===== src/sv/mss_pkg.sv =====
// ----------------------------------------------------------------------------
// mss_pkg
// shared types and constants of the shaker-sort median block
// ----------------------------------------------------------------------------
`default_nettype none

package mss_pkg;

  // fixed field widths
  localparam int unsigned SampleW = 8;
  localparam int unsigned MedianW = 9;
  localparam int unsigned SizeW   = 7;

  // default store depth
  localparam int unsigned DepthDefault = 32;

  // controller states
  typedef enum logic [2:0] {
    ST_IDLE,
    ST_START,
    ST_RD,
    ST_CMP,
    ST_WR,
    ST_MED_RD,
    ST_MED_CAP
  } mss_state_e;

  // commands from controller to datapath
  typedef struct packed {
    logic load;     // store the incoming sample
    logic rd_en;    // read both addressed entries
    logic wr_lo;    // write upper read value to lower address
    logic wr_hi;    // write lower read value to upper address
    logic capture;  // load the result register
  } mss_cmd_t;

  // status from datapath to controller
  typedef struct packed {
    logic gt;        // lower entry is greater than upper entry
    logic out_free;  // result register can take a new result
  } mss_sts_t;

endpackage

`default_nettype wire


===== src/sv/mss_if.sv =====
// ----------------------------------------------------------------------------
// mss_in_if / mss_out_if
// valid/ready channels for samples and results
// ----------------------------------------------------------------------------
`default_nettype none

interface mss_in_if;
  import mss_pkg::*;

  logic               valid;
  logic               ready;
  logic [SampleW-1:0] value;
  logic               is_final;

  modport source (output valid, value, is_final, input ready);
  modport sink   (input valid, value, is_final, output ready);
endinterface

interface mss_out_if;
  import mss_pkg::*;

  logic               valid;
  logic               ready;
  logic [MedianW-1:0] median_doubled;
  logic [SizeW-1:0]   set_size;
  logic               empty_set;
  logic               overflowed;

  modport source (output valid, median_doubled, set_size, empty_set, overflowed, input ready);
  modport sink   (input valid, median_doubled, set_size, empty_set, overflowed, output ready);
endinterface

`default_nettype wire


===== src/sv/mss_ctrl.sv =====
// ----------------------------------------------------------------------------
// mss_ctrl
// sequencer for loading, shaker-sort passes and median readout
// ----------------------------------------------------------------------------
`default_nettype none

module mss_ctrl #(
  parameter int unsigned AddrW  = 5,
  parameter int unsigned CountW = 6
) (
  input  wire logic               clk_i,
  input  wire logic               rst_ni,
  input  wire logic               in_valid_i,
  input  wire logic               in_final_i,
  output      logic               in_ready_o,
  input  wire logic [CountW-1:0]  fill_i,
  input  wire mss_pkg::mss_sts_t  sts_i,
  output      mss_pkg::mss_cmd_t  cmd_o,
  output      logic [AddrW-1:0]   addr_a_o,
  output      logic [AddrW-1:0]   addr_b_o
);
  import mss_pkg::*;

  mss_state_e       state_q, state_d;
  logic [AddrW-1:0] left_q, left_d;
  logic [AddrW-1:0] right_q, right_d;
  logic [AddrW-1:0] pos_q, pos_d;
  logic             fwd_q, fwd_d;
  logic             swapped_q, swapped_d;

  logic [AddrW-1:0]  pos_inc;
  logic [AddrW-1:0]  right_dec;
  logic [AddrW-1:0]  left_inc;
  logic [CountW-1:0] mid;
  logic [CountW-1:0] mid_dec;
  logic              step_done;

  assign pos_inc   = pos_q + 1'b1;
  assign right_dec = right_q - 1'b1;
  assign left_inc  = left_q + 1'b1;
  assign mid       = fill_i >> 1;
  assign mid_dec   = mid - 1'b1;

  // next state and loop bounds
  always_comb begin
    state_d   = state_q;
    left_d    = left_q;
    right_d   = right_q;
    pos_d     = pos_q;
    fwd_d     = fwd_q;
    swapped_d = swapped_q;
    step_done = 1'b0;

    unique case (state_q)
      ST_IDLE: begin
        if (in_valid_i && in_final_i) state_d = ST_START;
      end
      ST_START: begin
        if ((fill_i >> 1) == '0) begin
          state_d = ST_MED_RD;
        end else begin
          left_d    = '0;
          right_d   = AddrW'(fill_i - 1'b1);
          pos_d     = '0;
          fwd_d     = 1'b1;
          swapped_d = 1'b0;
          state_d   = ST_RD;
        end
      end
      ST_RD: state_d = ST_CMP;
      ST_CMP: begin
        if (sts_i.gt) begin
          swapped_d = 1'b1;
          state_d   = ST_WR;
        end else begin
          step_done = 1'b1;
        end
      end
      ST_WR:     step_done = 1'b1;
      ST_MED_RD: state_d = ST_MED_CAP;
      ST_MED_CAP: begin
        if (sts_i.out_free) state_d = ST_IDLE;
      end
      default: state_d = ST_IDLE;
    endcase

    if (step_done) begin
      state_d = ST_RD;
      if (fwd_q) begin
        if (pos_inc != right_q) begin
          pos_d = pos_inc;
        end else begin
          // forward pass done, shrink right bound
          right_d = right_dec;
          if (right_dec > left_q) begin
            fwd_d = 1'b0;
            pos_d = right_dec - 1'b1;
          end else if (swapped_d && (left_inc < right_dec)) begin
            left_d    = left_inc;
            pos_d     = left_inc;
            swapped_d = 1'b0;
          end else begin
            state_d = ST_MED_RD;
          end
        end
      end else begin
        if (pos_q != left_q) begin
          pos_d = pos_q - 1'b1;
        end else if (swapped_d && (left_inc < right_q)) begin
          // backward pass done, new round
          left_d    = left_inc;
          pos_d     = left_inc;
          fwd_d     = 1'b1;
          swapped_d = 1'b0;
        end else begin
          state_d = ST_MED_RD;
        end
      end
    end
  end

  // command outputs
  always_comb begin
    in_ready_o    = (state_q == ST_IDLE);
    cmd_o.load    = in_valid_i && (state_q == ST_IDLE);
    cmd_o.rd_en   = (state_q == ST_RD) || (state_q == ST_MED_RD);
    cmd_o.wr_lo   = (state_q == ST_CMP) && sts_i.gt;
    cmd_o.wr_hi   = (state_q == ST_WR);
    cmd_o.capture = (state_q == ST_MED_CAP) && sts_i.out_free;
    if ((state_q == ST_MED_RD) || (state_q == ST_MED_CAP)) begin
      addr_a_o = fill_i[0] ? mid[AddrW-1:0] : mid_dec[AddrW-1:0];
      addr_b_o = mid[AddrW-1:0];
    end else begin
      addr_a_o = pos_q;
      addr_b_o = pos_inc;
    end
  end

  always_ff @(posedge clk_i or negedge rst_ni) begin
    if (!rst_ni) begin
      state_q   <= ST_IDLE;
      left_q    <= '0;
      right_q   <= '0;
      pos_q     <= '0;
      fwd_q     <= 1'b1;
      swapped_q <= 1'b0;
    end else begin
      state_q   <= state_d;
      left_q    <= left_d;
      right_q   <= right_d;
      pos_q     <= pos_d;
      fwd_q     <= fwd_d;
      swapped_q <= swapped_d;
    end
  end

endmodule

`default_nettype wire


===== src/sv/mss_dpath.sv =====
// ----------------------------------------------------------------------------
// mss_dpath
// sample store, compare/swap path, fill tracking and result register
// ----------------------------------------------------------------------------
`default_nettype none

module mss_dpath #(
  parameter int unsigned Depth  = 32,
  parameter int unsigned AddrW  = 5,
  parameter int unsigned CountW = 6
) (
  input  wire logic                        clk_i,
  input  wire logic                        rst_ni,
  input  wire mss_pkg::mss_cmd_t           cmd_i,
  input  wire logic [AddrW-1:0]            addr_a_i,
  input  wire logic [AddrW-1:0]            addr_b_i,
  input  wire logic [mss_pkg::SampleW-1:0] value_i,
  output      mss_pkg::mss_sts_t           sts_o,
  output      logic [CountW-1:0]           fill_o,
  output      logic                        out_valid_o,
  input  wire logic                        out_ready_i,
  output      logic [mss_pkg::MedianW-1:0] median_doubled_o,
  output      logic [mss_pkg::SizeW-1:0]   set_size_o,
  output      logic                        empty_set_o,
  output      logic                        overflowed_o
);
  import mss_pkg::*;

  logic [SampleW-1:0] mem [Depth];
  logic [SampleW-1:0] rd_a_q, rd_b_q;
  logic [CountW-1:0]  fill_q;
  logic               drop_q;
  logic               full;
  logic               out_valid_q;
  logic [MedianW-1:0] med_q;
  logic [SizeW-1:0]   size_q;
  logic               empty_q;
  logic               ovf_q;
  logic [MedianW-1:0] pair_sum;

  assign full     = (fill_q == CountW'(Depth));
  assign pair_sum = {1'b0, rd_a_q} + {1'b0, rd_b_q};

  // single write port, two registered read ports
  always_ff @(posedge clk_i) begin
    if (cmd_i.load && !full) begin
      mem[fill_q[AddrW-1:0]] <= value_i;
    end else if (cmd_i.wr_lo) begin
      mem[addr_a_i] <= rd_b_q;
    end else if (cmd_i.wr_hi) begin
      mem[addr_b_i] <= rd_a_q;
    end
    if (cmd_i.rd_en) begin
      rd_a_q <= mem[addr_a_i];
      rd_b_q <= mem[addr_b_i];
    end
  end

  always_ff @(posedge clk_i or negedge rst_ni) begin
    if (!rst_ni) begin
      fill_q <= '0;
      drop_q <= 1'b0;
    end else if (cmd_i.capture) begin
      fill_q <= '0;
      drop_q <= 1'b0;
    end else if (cmd_i.load) begin
      if (full) drop_q <= 1'b1;
      else      fill_q <= fill_q + 1'b1;
    end
  end

  always_ff @(posedge clk_i or negedge rst_ni) begin
    if (!rst_ni) begin
      out_valid_q <= 1'b0;
    end else if (cmd_i.capture) begin
      out_valid_q <= 1'b1;
    end else if (out_ready_i) begin
      out_valid_q <= 1'b0;
    end
  end

  always_ff @(posedge clk_i) begin
    if (cmd_i.capture) begin
      med_q   <= (fill_q == '0) ? '0 : pair_sum;
      size_q  <= SizeW'(fill_q);
      empty_q <= (fill_q == '0);
      ovf_q   <= drop_q;
    end
  end

  assign sts_o.gt       = (rd_a_q > rd_b_q);
  assign sts_o.out_free = !out_valid_q || out_ready_i;
  assign fill_o         = fill_q;

  assign out_valid_o      = out_valid_q;
  assign median_doubled_o = med_q;
  assign set_size_o       = size_q;
  assign empty_set_o      = empty_q;
  assign overflowed_o     = ovf_q;

endmodule

`default_nettype wire


===== src/sv/median_by_shaker_sort_core.sv =====
// ----------------------------------------------------------------------------
// median_by_shaker_sort_core
// median of a set of 8-bit samples via in-place cocktail shaker sort
// ----------------------------------------------------------------------------
// loading: one sample per cycle while idle, no result for non-final samples
// final sample: starts the sort; each compare reads a pair (ST_RD), compares
//   it (ST_CMP); a swap writes it back in ST_CMP, ST_WR (one-write/two-read)
// median readout: ST_MED_RD, then ST_MED_CAP loads the free result register
// reset: clears controller, fill count and drop flag; store is not cleared
`default_nettype none

module median_by_shaker_sort_core #(
  parameter int unsigned DEPTH = mss_pkg::DepthDefault
) (
  input  wire logic clk_i,
  input  wire logic rst_ni,
  mss_in_if.sink    in_i,
  mss_out_if.source out_o
);
  import mss_pkg::*;

  // store index and fill count widths
  localparam int unsigned AddrW  = (DEPTH > 1) ? $clog2(DEPTH) : 1;
  localparam int unsigned CountW = $clog2(DEPTH + 1);

  mss_cmd_t          cmd;
  mss_sts_t          sts;
  logic [AddrW-1:0]  addr_a;
  logic [AddrW-1:0]  addr_b;
  logic [CountW-1:0] fill;

  // sequencer: accepts requests while idle, then runs the sort passes
  mss_ctrl #(
    .AddrW  (AddrW),
    .CountW (CountW)
  ) u_ctrl (
    .clk_i      (clk_i),
    .rst_ni     (rst_ni),
    .in_valid_i (in_i.valid),
    .in_final_i (in_i.is_final),
    .in_ready_o (in_i.ready),
    .fill_i     (fill),
    .sts_i      (sts),
    .cmd_o      (cmd),
    .addr_a_o   (addr_a),
    .addr_b_o   (addr_b)
  );

  // store, comparator, pair adder and result register
  mss_dpath #(
    .Depth  (DEPTH),
    .AddrW  (AddrW),
    .CountW (CountW)
  ) u_dpath (
    .clk_i            (clk_i),
    .rst_ni           (rst_ni),
    .cmd_i            (cmd),
    .addr_a_i         (addr_a),
    .addr_b_i         (addr_b),
    .value_i          (in_i.value),
    .sts_o            (sts),
    .fill_o           (fill),
    .out_valid_o      (out_o.valid),
    .out_ready_i      (out_o.ready),
    .median_doubled_o (out_o.median_doubled),
    .set_size_o       (out_o.set_size),
    .empty_set_o      (out_o.empty_set),
    .overflowed_o     (out_o.overflowed)
  );

`ifndef SYNTHESIS
  // fill count never passes capacity
  a_fill_bound: assert property (@(posedge clk_i) disable iff (!rst_ni)
    fill <= CountW'(DEPTH))
    else $error("fill count beyond capacity");

  // second half of a swap always follows the first half
  a_swap_pair: assert property (@(posedge clk_i) disable iff (!rst_ni)
    cmd.wr_hi |-> $past(cmd.wr_lo))
    else $error("upper swap write without lower write");

  // a result appears only after a capture
  a_out_from_capture: assert property (@(posedge clk_i) disable iff (!rst_ni)
    $rose(out_o.valid) |-> $past(cmd.capture))
    else $error("result valid without capture");

  // capture never overwrites a pending result
  a_capture_free: assert property (@(posedge clk_i) disable iff (!rst_ni)
    cmd.capture |-> (!out_o.valid || out_o.ready))
    else $error("capture over pending result");
`endif

endmodule

`default_nettype wire

===== src/flat_wrapper.sv =====
// flat-port wrapper written by rule: the top's interface ports become plain ports
module median_by_shaker_sort_core_flat import mss_pkg::*;
#(
  parameter int unsigned DEPTH = mss_pkg::DepthDefault
)
  (clk_i, rst_ni, in_i_valid, in_i_value, in_i_is_final, in_i_ready, out_o_valid, out_o_median_doubled, out_o_set_size, out_o_empty_set, out_o_overflowed, out_o_ready);
  mss_in_if in_i_i ();
  mss_out_if out_o_i ();
  input  wire logic clk_i;
  input  wire logic rst_ni;
  input wire logic [$bits(in_i_i.valid)-1:0] in_i_valid;
  input wire logic [$bits(in_i_i.value)-1:0] in_i_value;
  input wire logic [$bits(in_i_i.is_final)-1:0] in_i_is_final;
  output wire logic [$bits(in_i_i.ready)-1:0] in_i_ready;
  output wire logic [$bits(out_o_i.valid)-1:0] out_o_valid;
  output wire logic [$bits(out_o_i.median_doubled)-1:0] out_o_median_doubled;
  output wire logic [$bits(out_o_i.set_size)-1:0] out_o_set_size;
  output wire logic [$bits(out_o_i.empty_set)-1:0] out_o_empty_set;
  output wire logic [$bits(out_o_i.overflowed)-1:0] out_o_overflowed;
  input wire logic [$bits(out_o_i.ready)-1:0] out_o_ready;
  assign in_i_i.valid = in_i_valid;
  assign in_i_i.value = in_i_value;
  assign in_i_i.is_final = in_i_is_final;
  assign in_i_ready = in_i_i.ready;
  assign out_o_valid = out_o_i.valid;
  assign out_o_median_doubled = out_o_i.median_doubled;
  assign out_o_set_size = out_o_i.set_size;
  assign out_o_empty_set = out_o_i.empty_set;
  assign out_o_overflowed = out_o_i.overflowed;
  assign out_o_i.ready = out_o_ready;
  median_by_shaker_sort_core #(.DEPTH(DEPTH)) u_core (.clk_i(clk_i), .rst_ni(rst_ni), .in_i(in_i_i), .out_o(out_o_i));
endmodule

===== config.mk =====
export PLATFORM = sky130hd
export DESIGN_NAME = median_by_shaker_sort_core_flat
export DESIGN_NICKNAME = d
export VERILOG_FILES = /design/src/sv/mss_pkg.sv /design/src/sv/mss_if.sv /design/src/sv/mss_ctrl.sv /design/src/sv/mss_dpath.sv /design/src/sv/median_by_shaker_sort_core.sv /design/src/flat_wrapper.sv
export SDC_FILE = /design/constraint.sdc
export NUM_CORES = 1
export LEC_CHECK = 0
export BUFFER_PORTS_ARGS = -buffer_cell sky130_fd_sc_hd__buf_2
export CAP_MARGIN = 15
export CORE_ASPECT_RATIO = 1.75
export CORE_MARGIN = 2
export CORE_UTILIZATION = 59
export DETAILED_ROUTE_END_ITERATION = 8
export MAX_ROUTING_LAYER = met4
export PLACE_DENSITY = 0.74
export SKIP_CTS_REPAIR_TIMING = 1
export SLEW_MARGIN = 20
export SYNTH_ARGS = -nofsm -noshare
export SYNTH_HDL_FRONTEND = slang
export SYNTH_SLANG_ARGS = --single-unit
export TNS_END_PERCENT = 30

===== constraint.sdc =====
create_clock -name clk_i -period 8.2 [get_ports clk_i]
set_clock_uncertainty 0.1 [all_clocks]
set_input_delay 0.82 -clock clk_i [delete_from_list [all_inputs] [get_ports clk_i]]
set_output_delay 0.82 -clock clk_i [all_outputs]
set_load 0.05 [all_outputs]

==> flow_summary.json, run 1 <==
{
  "dieArea_mm2": 0.03034,
  "fmax_ghz": 0.2016,
  "synth_area_mm2": 0.01706,
  "syn_avg_cell_area_um2": 11.40,
  "synth_top_cell_by_area": "edfxtp_1",
  "drv_slew": 0,
  "synth_commonest_cells": "edfxtp_1, nand2_1, and3_1, nor2_1, a211oi_1",
  "ys_top_cells_by_area": "edfxtp_1, mux4_2, nand2_1",
  "clock_sinks": 317,
  "place_hpwl_mm": 37.44,
  "synth_cell_types": 74,
  "cts_buffer_depth": 3,
  "layout_setup_ws_ns": 3.241,
  "crit_type": "reg2reg",
  "place_congestion": 1.076,
  "hp-class": "in2async",
  "synthArstFlopShare_pct": 8.833,
  "layout-drive-gt1-share_pct": 11.56,
  "io_buffers": 31,
  "yosysSeqAreaShare_pct": 55.00,
  "p_leak_uw": 0.006580,
  "overflow": 0,
  "yosys.area.top_type_share_pct": 50.88,
  "grt_pass1_wl_mm": 81.30,
  "setup-tns-final_ns": 0,
  "final_util_pct": 64.63,
  "outcome": "finished, final reports clean",
  "wire_per_inst_um": 29.79,
  "hold_viol": 0,
  "ir_drop_mv": 0.2833,
  "htreeDepth": 1,
  "grt_pass1_vias": 12790,
  "ios": 33,
  "fp.dieH_um": 228.9,
  "rsz0062_at_grt": "no",
  "core_area_mm2": 0.02852,
  "postRouteAntennaNets": 0,
  "num_rows": 82,
  "wl_mm": 55.83,
  "synth_flop_cell": "edfxtp_1",
  "cts_tree": "done",
  "power_uw": 8756,
  "area.growth.synth_to_final_pct": 8.076,
  "relSlewSlack_pct": 23.43,
  "drv_cap": 0,
  "synth_edf_count": 289,
  "yosysMostFrequentCell": "edfxtp_1",
  "cts-root-buf": "clkbuf_16",
  "grt_antenna_before_repair": 0,
  "setup_viol": 0,
  "drt_drc_violations_left": 0,
  "powerDensity_mw_per_mm2": 475.0,
  "end_kind": "register",
  "num-nets-final": 1531,
  "start_kind": "register",
  "synth_nets": 1552,
  "first_iter_violations": 1704,
  "grt_max_degree": 67,
  "die_width_um": 132.5,
  "insertion_delay_ns": 0.57,
  "fin_crit_sh_pct": 60.48,
  "tightest_slew_ns": 1.148,
  "vias": 13490,
  "worstPathRequired_ns": 8.30,
  "avgViaCountPerCell": 7.201,
  "min_period_ns": 4.959,
  "synth_cells": 1496,
  "track_usage_pct": 37.51,
  "post-place-ws_ns": 3.336,
  "diodes": 0,
  "timing.hold.ws_ns": 0.1917,
  "first_pass_iters": 5,
  "cp_max_fo": 60,
  "start_util_pct": 59.80,
  "yosysWarnings": 0,
  "ys_ff_latch": 317,
  "clkTransAtPathRegs_ns": 0.07,
  "cp_data_arrival_time_ns": 5.05,
  "cts_buffers": 29
}
layout make-up:
| class | count | area [µm²] |
|---|---|---|
| fillers | 2257 | 10090 |
| flip-flops and latches | 317 | 9380 |
| multi-input cells | 1029 | 7134 |
| clock buffers | 33 | 740.7 |
| well taps | 378 | 473.0 |
| repair buffers | 53 | 320.3 |
| clock inverters | 19 | 216.5 |
| inverters | 45 | 168.9 |
power breakdown:
group	leakage, µW	switching, µW	total, µW	internal [µW]
Sequential	0.00297	198	2410	2210
Clock	0.000449	613	1390	778
Combinational	0.00316	3400	4960	1550
cell usage in the layout (no fill, tap or decap), types with 17 or more instances in the layout:
cell and n:
a31oi_1 72, o21ai_0 45, inv_1 44, nand2_1 216, clkbuf_16 29, a21oi_1 34, a311oi_1 19, and3_1 88
nor3_1 17, buf_2 31, a211oi_1 74, edfxtp_1 289, nor2_1 86, mux4_2 38, ha_1 42, o22ai_1 31
nand3_1 30, xnor2_1 21, dfrtp_1 27, buf_4 22
through the flow:
step	instances	instance area, µm²
floorplan	1496	17060
finish	1874	18430
global placement	1822	17470
detailed placement	1822	17480
global route	1874	18430
CTS	1874	18430
state kept, by name, summed over array words and instances (netlist names), 3 cells and up:
signal,count
u_core.u_ctrl.left_q,5
u_core.u_ctrl.pos_q,5
u_core.u_ctrl.right_q,5
u_core.u_ctrl.state_q,3
u_core.u_dpath.fill_o,6
u_core.u_dpath.median_doubled_o,9
u_core.u_dpath.mem,256
u_core.u_dpath.rd_a_q,8
u_core.u_dpath.rd_b_q,8
u_core.u_dpath.set_size_o,6
layer usage:
layer | share of wire [%] | GRT usage [%]
met2 | 48 | 61.58
met4 | 11 | 29.81
met1 | 32 | 40.23
met5 | 0 | -
met3 | 8.9 | 5.655
critical path, stage by stage (launching register included):
cell     delay (ns)
dfrtp_1        0.61
xnor2_2        0.23
o21ai_4        0.74
nand2_4        0.76
nand2_1        0.36
nand4_1        0.84
nor2_1         0.88
cells by family (layout without fill, tap and decap cells):
kind of cell,after synthesis,after routing,share of synthesized area (%)
AOI/OAI and AO/OA,392,392,15.93
muxes,53,53,5.986
DFF,317,317,55.00
adders and majority gates,43,43,3.198
xor gates and xnor gates,40,40,2.303
other,1,1,0.02199
and+or+nand+nor,500,500,13.75
buffers and inverters,150,150,3.815
final timing paths:
| check | slack [ns] | start | endpoint | cells after the start |
|---|---|---|---|---|
| max in group asynchronous | 7.34 | rst_ni | u_core.u_ctrl.state_q[0] | 1 |
| worst max register to register | 3.24 | u_core.u_ctrl.state_q[1] | u_core.u_dpath.mem[3][6] | 6 |
| min in group clk_i | 0.38 | u_core.u_dpath.drop_q | u_core.u_dpath.overflowed_o | 0 |
| worst min-delay path | 0.19 | rst_ni | u_core.u_ctrl.left_q[0] | 1 |
| worst min register to register | 0.38 | u_core.u_dpath.drop_q | u_core.u_dpath.overflowed_o | 0 |
| worst max-delay path | 3.24 | u_core.u_ctrl.state_q[1] | u_core.u_dpath.mem[3][6] | 6 |
(Power assumes the default switching activity.)
==> run 2, diff against run 1 <==
ABC_AREA = 1   (was default)
clock period = 5.1 ns   (was 8.2 ns; I/O delays follow)
==> run 2 against run 1 <==
Against the previous run:
- count of clock-buffer cells in the layout up 1
- sequential cell count unchanged
- final area up 2.2%
- synthesized cell count up 28%
- hold slack worse by 0.15 ns
- non-clock buffer count unchanged
- maximum frequency up 20%
- register-to-register slack worse by 2.3 ns
- critical path depth up 5
- highest routed layer unchanged
==> flow_summary.json, run 2 <==
{
  "first_iter_violations": 1670,
  "intPower_uw": 7104,
  "swShare_pct": 50.06,
  "synth_nets": 1966,
  "crit_type": "reg2reg",
  "postRouteAntennaNets": 0,
  "synth_flop_cell": "edfxtp_1",
  "fillers": 2432,
  "comb_power_share_pct": 57.6,
  "relSlewSlack_pct": 44.38,
  "area.growth.synth_to_final_pct": 6.671,
  "fin_crit_sh_pct": 81.14,
  "wl_mm": 53.53,
  "final_area_mm2": 0.01885,
  "synth_area_mm2": 0.01767,
  "synth_top_cell_by_area": "edfxtp_1",
  "p_leak_uw": 0.007266,
  "overflow": 0,
  "insertion_delay_ns": 0.57,
  "dieArea_mm2": 0.03140,
  "grt_pass1_vias": 13950,
  "cts_tree": "done",
  "largest_reg_flops": 256,
  "dpl_cell_area_mm2": 0.01793,
  "diodes": 0,
  "drv_slew": 0,
  "fp.dieH_um": 232.9,
  "yosysMostFrequentCell": "nand2_1",
  "synth_edf_count": 289,
  "powerDensity_mw_per_mm2": 754.8,
  "clock_sinks": 317,
  "cts_buffers": 29,
  "synthArstFlopShare_pct": 8.833,
  "die_width_um": 134.8,
  "first_pass_iters": 6,
  "path_cells": "ha_1 -> inv_2 -> nor3_2 -> nand2_1 -> nand2_1 -> nand3_1 -> a21oi_1 -> o21ai_1 -> o21ai_2 -> nand3_1 -> nor2_1",
  "p_switching_uw": 7121,
  "rsz0062_at_grt": "no",
  "drv_cap": 0,
  "drt_drc_violations_left": 0,
  "track_usage_pct": 35.35,
  "grt_antenna_before_repair": 0,
  "hp-class": "in2reg",
  "end_kind": "register",
  "start_kind": "register",
  "cts_buffer_depth": 3,
  "tightest_slew_ns": 0.8344,
  "num-nets-final": 1933,
  "slowest_stage": "nor2_1",
  "cts-root-buf": "clkbuf_16",
  "outcome": "finished, final reports clean",
  "setup_viol": 0,
  "place_congestion": 1.101,
  "power_frac_seq_pct": 27.4,
  "multiInputGateArea_mm2": 0.006884,
  "ir_drop_mv": 0.6547,
  "io_buffers": 31,
  "wire_per_inst_um": 23.51,
  "yosys.area.top_type_share_pct": 49.12,
  "synth_cells": 1910,
  "yosysSeqAreaShare_pct": 53.09,
  "slowest_delay_ns": 0.76,
  "ys_ff_latch": 317,
  "largest-register": "u_core.u_dpath.mem",
  "yosysWarnings": 0,
  "setup-tns-final_ns": 0,
  "final_common_cell": "nand2_1",
  "grt_pass1_wl_mm": 80.48,
  "synth_commonest_cells": "nand2_1, edfxtp_1, nand3_1, inv_1, o211ai_1",
  "clkTransAtPathRegs_ns": 0.06,
  "avgViaCountPerCell": 6.396,
  "htreeDepth": 1,
  "vias": 14560,
  "num_rows": 83,
  "clkPwrFrac_pct": 15.0,
  "cp_data_arrival_time_ns": 4.24,
  "timing.hold.ws_ns": 0.03951,
  "synth_cell_types": 49,
  "fmax_ghz": 0.2417,
  "layout-drive-gt1-share_pct": 7.546,
  "core_area_mm2": 0.02939,
  "syn_avg_cell_area_um2": 9.250,
  "ios": 33,
  "hold_viol": 0,
  "worstPathRequired_ns": 5.20,
  "most-common-layout-cells": "nand2_1, edfxtp_1, nand3_1, inv_1, o211ai_1",
  "start_util_pct": 60.12,
  "min_period_ns": 4.138,
  "grt_max_degree": 185,
  "seqCellArea_mm2": 0.009380,
  "ys_top_cells_by_area": "edfxtp_1, o211ai_1, nand3_1",
  "cp_max_fo": 16,
  "place_hpwl_mm": 35.66
}
-- run 2: metal layers --
metal  vias up  wire length (µm)  global-route usage, %
met2       858             26730                  59.88
met5         -                 0                      -
met3       243              4154                  4.183
met1      6777             17750                  37.44
met4         0              4899                  26.84
li1       6686                 -                      -
-- run 2: cells by family (layout without fill, tap and decap cells) --
| kind of cell | Yosys count | in the layout | share of synthesized area (%) |
|---|---|---|---|
| flip-flops | 317 | 317 | 53.09 |
| adder cells (fa/ha/maj) | 43 | 43 | 3.088 |
| other | 1 | 1 | 0.02122 |
| AND/OR/NAND/NOR | 750 | 750 | 18.64 |
| AO/OA/AOI/OAI | 443 | 443 | 16.06 |
| XOR/XNOR | 15 | 15 | 0.7436 |
| buffers and inverters | 341 | 326 | 8.356 |
-- run 2: power by group through the flow --
stage | clock network [µW] | registers, µW | logic [µW]
after floorplan | 0 | 3960 | 5630
final | 2130 | 3900 | 8190
after CTS | 2150 | 3890 | 7960
after global routing | 2240 | 3930 | 8830
after global placement | 0 | 3930 | 7830
after detailed placement | 0 | 3950 | 7930
-- run 2: worst paths after layout --
| check | from | endpoint | slack [ns] | cells past startpoint |
|---|---|---|---|---|
| max in group asynchronous | rst_ni | u_core.u_dpath.out_valid_o | 4.03 | 2 |
| setup reg to reg | u_core.u_dpath.rd_a_q[5] | u_core.u_dpath.mem[1][7] | 0.96 | 11 |
| setup / recovery | u_core.u_dpath.rd_a_q[5] | u_core.u_dpath.mem[1][7] | 0.96 | 11 |
| min in group asynchronous | rst_ni | u_core.u_ctrl.left_q[2] | 0.42 | 2 |
| hold / removal | out_o_ready | u_core.u_dpath.out_valid_o | 0.04 | 2 |
| hold reg to reg | u_core.u_dpath.drop_q | u_core.u_dpath.overflowed_o | 0.37 | 0 |
-- run 2: critical path, delay by kind of cell (launching register included) --
family	cells	cell delay [ns]
and+or+nand+nor	6	2.22
AOI/OAI and AO/OA	3	0.58
buffers and inverters	1	0.06
adders and majority gates	1	0.37
DFF	1	0.42
-- run 2: area by class of cell --
class / instances / area share [%]
Inverter: 224 / 4.461
Clock buffer: 34 / 3.950
Tap cell: 382 / 2.536
Multi-Input combinational cell: 1252 / 36.53
Timing Repair Buffer: 53 / 1.912
Clock inverter: 15 / 0.8431
Sequential cell: 317 / 49.77
-- run 2: through the flow --
step / worst slack (ns) / cells / utilization [%] / power (µW)
after floorplan: 1.623 / 1910 / - / 9596
after global placement: 1.145 / 2227 / 61.02 / 11760
after detailed placement: 1.028 / 2227 / 61.02 / 11870
after CTS: 1.013 / 2276 / 64.09 / 14000
after global routing: 0.7887 / 2277 / 64.13 / 15010
final: 0.9619 / 2277 / 64.13 / 14230
